==> config.mk <==
export PLATFORM = sky130hd
export DESIGN_NAME = rbpq_front
export DESIGN_NICKNAME = d
export VERILOG_FILES = /design/src/design/rbpq_pkg.sv /design/src/design/rbpq_front.sv
export SDC_FILE = /design/constraint.sdc
export NUM_CORES = 1
export LEC_CHECK = 0
export ABC_AREA = 1
export BUFFER_PORTS_ARGS = -buffer_cell sky130_fd_sc_hd__buf_2
export CAP_MARGIN = 30
export CORE_MARGIN = 8
export CORE_UTILIZATION = 50
export DETAILED_ROUTE_END_ITERATION = 8
export GPL_TIMING_DRIVEN = 0
export HOLD_SLACK_MARGIN = 0.02
export PLACE_DENSITY = 0.77
export SLEW_MARGIN = 40
export SYNTH_ARGS = -nofsm -noshare
export SYNTH_HDL_FRONTEND = slang
export SYNTH_SLANG_ARGS = --single-unit
==> constraint.sdc <==
create_clock -name clk -period 4.1 [get_ports clk]
set_clock_uncertainty 0.2 [all_clocks]
set_input_delay 0.205 -clock clk [delete_from_list [all_inputs] [get_ports clk]]
set_output_delay 0.205 -clock clk [all_outputs]
set_load 0.005 [all_outputs]
==> src/design/rbpq_pkg.sv <==
// package for the ready/blocked process queues
// shared widths, command and status codes and the command queue entry type
// no dependencies
package rbpq_pkg;

  localparam int DEFAULT_QUEUE_DEPTH = 64;

  localparam int CMD_W   = 3;
  localparam int PID_W   = 16;
  localparam int PAGES_W = 20;
  localparam int ENTRY_W = PID_W + PAGES_W;
  localparam int STAT_W  = 2;
  localparam int OCNT_W  = 7;

  localparam logic [CMD_W-1:0] CMD_LOAD    = 3'd0;
  localparam logic [CMD_W-1:0] CMD_BLOCK   = 3'd1;
  localparam logic [CMD_W-1:0] CMD_UNBLOCK = 3'd2;
  localparam logic [CMD_W-1:0] CMD_REMOVE  = 3'd3;
  localparam logic [CMD_W-1:0] CMD_PEEK    = 3'd4;
  localparam logic [CMD_W-1:0] CMD_SEARCH  = 3'd5;
  localparam logic [CMD_W-1:0] CMD_NOP     = 3'd6;

  localparam logic [STAT_W-1:0] ST_OK    = 2'd0;
  localparam logic [STAT_W-1:0] ST_EMPTY = 2'd1;
  localparam logic [STAT_W-1:0] ST_FULL  = 2'd2;
  localparam logic [STAT_W-1:0] ST_MISS  = 2'd3;

  typedef struct packed {
    logic [CMD_W-1:0]   op;
    logic [PID_W-1:0]   pid;
    logic [PAGES_W-1:0] pages;
  } cmd_t;

endpackage

==> src/design/rbpq_front.sv <==
// front end: takes input transfers, decodes the command and holds them in a
// two-entry queue for the back end; depends on rbpq_pkg
module rbpq_front (
  input  logic                  clk,
  input  logic                  rst,
  input  logic                  s_tvalid,
  output logic                  s_tready,
  input  logic [39:0]           s_tdata,   // pid, page_count
  input  logic [2:0]            s_tuser,   // command
  output logic                  q_valid,
  output rbpq_pkg::cmd_t        q_cmd,
  input  logic                  q_pop
);
  import rbpq_pkg::*;

  cmd_t       slot [2];
  logic       wr_ptr;
  logic       rd_ptr;
  logic [1:0] fill;
  cmd_t       dec;
  logic       push;

  always_comb begin
    dec.pid   = s_tdata[PID_W-1:0];
    dec.pages = s_tdata[PID_W+PAGES_W-1:PID_W];
    unique case (s_tuser)
      CMD_LOAD, CMD_BLOCK, CMD_UNBLOCK, CMD_REMOVE, CMD_PEEK, CMD_SEARCH: dec.op = s_tuser;
      default: dec.op = CMD_NOP;
    endcase
  end

  assign s_tready = (fill != 2'd2);
  assign push     = s_tvalid && s_tready;
  assign q_valid  = (fill != 2'd0);
  assign q_cmd    = slot[rd_ptr];

  always_ff @(posedge clk) begin
    if (push) begin
      slot[wr_ptr] <= dec;
    end
  end

  always_ff @(posedge clk) begin
    if (rst) begin
      wr_ptr <= 1'b0;
      rd_ptr <= 1'b0;
      fill   <= 2'd0;
    end else begin
      if (push) begin
        wr_ptr <= ~wr_ptr;
      end
      if (q_pop) begin
        rd_ptr <= ~rd_ptr;
      end
      fill <= fill + {1'b0, push} - {1'b0, q_pop};
    end
  end

endmodule

==> flow_summary.json <==
{
  "insertedDiodeCount": 0,
  "final_cell_mix": "buf_2 (83), edfxtp_1 (78), dlygate4sd3_1 (41)",
  "syn_inst": 156,
  "drc_errors": 0,
  "hold_start": "s_tuser[0]",
  "clk-insertion-delay-late_ns": 0.34,
  "timing.fmax_ghz": 0.519,
  "maxCapViolCount": 0,
  "syn_to_final_growth_pct": 41.4,
  "setup_tns_ns": 0,
  "fin_crit_sh_pct": 47.0,
  "maxSlewViolCount": 0,
  "dr_total_vias": 1822,
  "syn_avg_cell_area_um2": 19.9,
  "reg2reg_depth": 5,
  "hold_viol_final": 0,
  "max_stage_delay_ns": 0.39,
  "layout_commonest_cell": "buf_2",
  "cts.sinks": 83,
  "port_buffers": 83,
  "layout-drive-gt1-share_pct": 49.3,
  "tightest_slew_ns": 0.387,
  "hold-path-cell-count": 2,
  "cpMaxStageDelayCell": "dfxtp_1",
  "power.leakage_nw": 1.72,
  "wl_um": 6450,
  "ys_ff_latch": 83,
  "clk_pin_slew_worst_paths_ns": 0.08,
  "yosysUniqueCellTypes": 16,
  "wl_per_cell_um": 17.2,
  "worst_setup_path_end_kind": "output port",
  "fin_cells": 375,
  "r2r-start": "fill[0]",
  "setup_violations": 0,
  "grt_pass1_wl_um": 10300,
  "fin_crit_ns": 1.93,
  "synth_warnings": 0,
  "worstPathRequired_ns": 3.69,
  "numCtsBuffers": 9,
  "die_w_um": 94.7,
  "grt_usage_pct": 15.2,
  "syn-num-nets": 204,
  "place_inst": 318,
  "grt_pass1_vias": 2129,
  "vias_per_cell": 4.86,
  "nets": 343,
  "powerDensity_mw_per_mm2": 464,
  "relSlewSlack_pct": 74.2,
  "dp_hpwl_um": 4170,
  "gr-total-overflow": 0,
  "core.rowCount": 28,
  "core-area_mm2": 0.00596,
  "start_util_pct": 52.1,
  "cp-start-kind": "register",
  "die_h_um": 94.7,
  "detail_route.iter0.violations": 95,
  "gp_congestion": 0.687,
  "path_max_fanout": 10,
  "rsz0062_at_grt": "false",
  "grt_max_degree": 19,
  "seq_area_frac_synth_pct": 78.8,
  "design.die.area_mm2": 0.00898,
  "critical_path.cell_chain": "buf_6, buf_8, mux2_4, buf_2",
  "outcome": "completed",
  "drt.antenna.violating_nets": 0,
  "cts_setup_buffers": 0,
  "antenna_found_initial": 0,
  "min_path_type": "input pin to register",
  "irDropWorstVdd_mv": 0.302,
  "dr.pass1.iters": 5,
  "clk_path_buf_depth": 2,
  "cts_max_level": 3,
  "synth_area_mm2": 0.00310,
  "worstPathArrival_ns": 1.52,
  "cts_tree": "yes",
  "io_pins": 88,
  "critPathKind": "register to output port",
  "root_buffer": "clkbuf_8"
}
-- final cells by class --
| type | count | area [um2] |
|---|---|---|
| Sequential cell | 83 | 2440 |
| Fill cell | 392 | 1570 |
| Timing Repair Buffer | 128 | 936 |
| Multi-Input combinational cell | 61 | 602 |
| Clock buffer | 9 | 124 |
| Clock inverter | 7 | 116 |
| Tap cell | 75 | 93.8 |
| Buffer | 6 | 48.8 |
| Inverter | 6 | 22.5 |
-- sequential cells by signal, summed over array words and instances, names as in the netlist, named ones only --
| name | flops |
|---|---|
| slot | 78 |
| fill | 2 |
| rd_ptr | 1 |
| wr_ptr | 1 |
-- stage by stage --
step                      setup slack [ns]  utilization, %  power (W)  cell area (um2)  hold slack (ns)
after CTS                             2.14            73.6    0.00205             4390           0.0575
after detailed placement              2.28            62.7    0.00134             3730            0.197
after global placement               0.301            60.6    0.00130             3610            0.193
after floorplan                       1.20               -    0.00119             3100           0.0741
final                                 2.17            73.6    0.00203             4390           0.0737
after global routing                  2.08            73.6    0.00212             4390           0.0685
-- Yosys cell counts, drive strengths merged --
cell type | number | area [um2]
clkbuf | 2 | 7.51
dfxtp | 5 | 100
nand3 | 2 | 10.0
buf | 4 | 41.3
edfxtp | 78 | 2340
a21boi | 1 | 7.51
mux2 | 39 | 477
inv | 6 | 22.5
nand2 | 8 | 30.0
ha | 1 | 12.5
nor2 | 6 | 22.5
xnor2 | 2 | 17.5
a21oi | 2 | 10.0
-- final timing paths --
check	endpoint	slack, ns
setup / recovery	q_cmd[31]	2.17
setup reg to reg	slot[0][5]	2.28
hold reg to reg	wr_ptr	0.36
hold / removal	slot[0][36]	0.07
-- repair_timing --
item                      in CTS  in global routing
hold endpoints to repair      83                  0
hold buffers                  41                  0
resized for setup              0                  0
-- logic make-up (layout without fill, tap and decap cells) --
| kind of cell | after synthesis | count (layout) | synth area share [%] |
|---|---|---|---|
| mux | 39 | 39 | 15.4 |
| fa+ha+maj | 1 | 1 | 0.403 |
| compound gates | 3 | 3 | 0.565 |
| xor+xnor | 2 | 2 | 0.565 |
| simple gates | 16 | 16 | 2.02 |
| buf+inv | 12 | 156 | 2.30 |
| flops | 83 | 83 | 78.8 |
-- worst max-delay path, delay by kind of cell (launching register included) --
kind                   cells  cell delay, ns
buffers and inverters      3            0.48
DFF                        1            0.39
muxes                      1            0.31
-- where the power goes --
part | switching [W] | total [W] | internal [W]
Clock | 0.000285 | 0.000688 | 0.000403
Combinational | 0.000142 | 0.000318 | 0.000176
Sequential | 0.0000192 | 0.00103 | 0.00101
Total | 0.000447 | 0.00203 | 0.00159
-- layer usage --
layer  up-vias  part of all wire [%]  global-route usage (%)
met4         0                   1.3                    6.37
met1       882                    38                    15.9
li1        865                     -                       -
met3         8                   7.0                    5.00
met2        67                    54                    27.5
met5         -                     0                       0
Power figures use the tool's default switching activity.
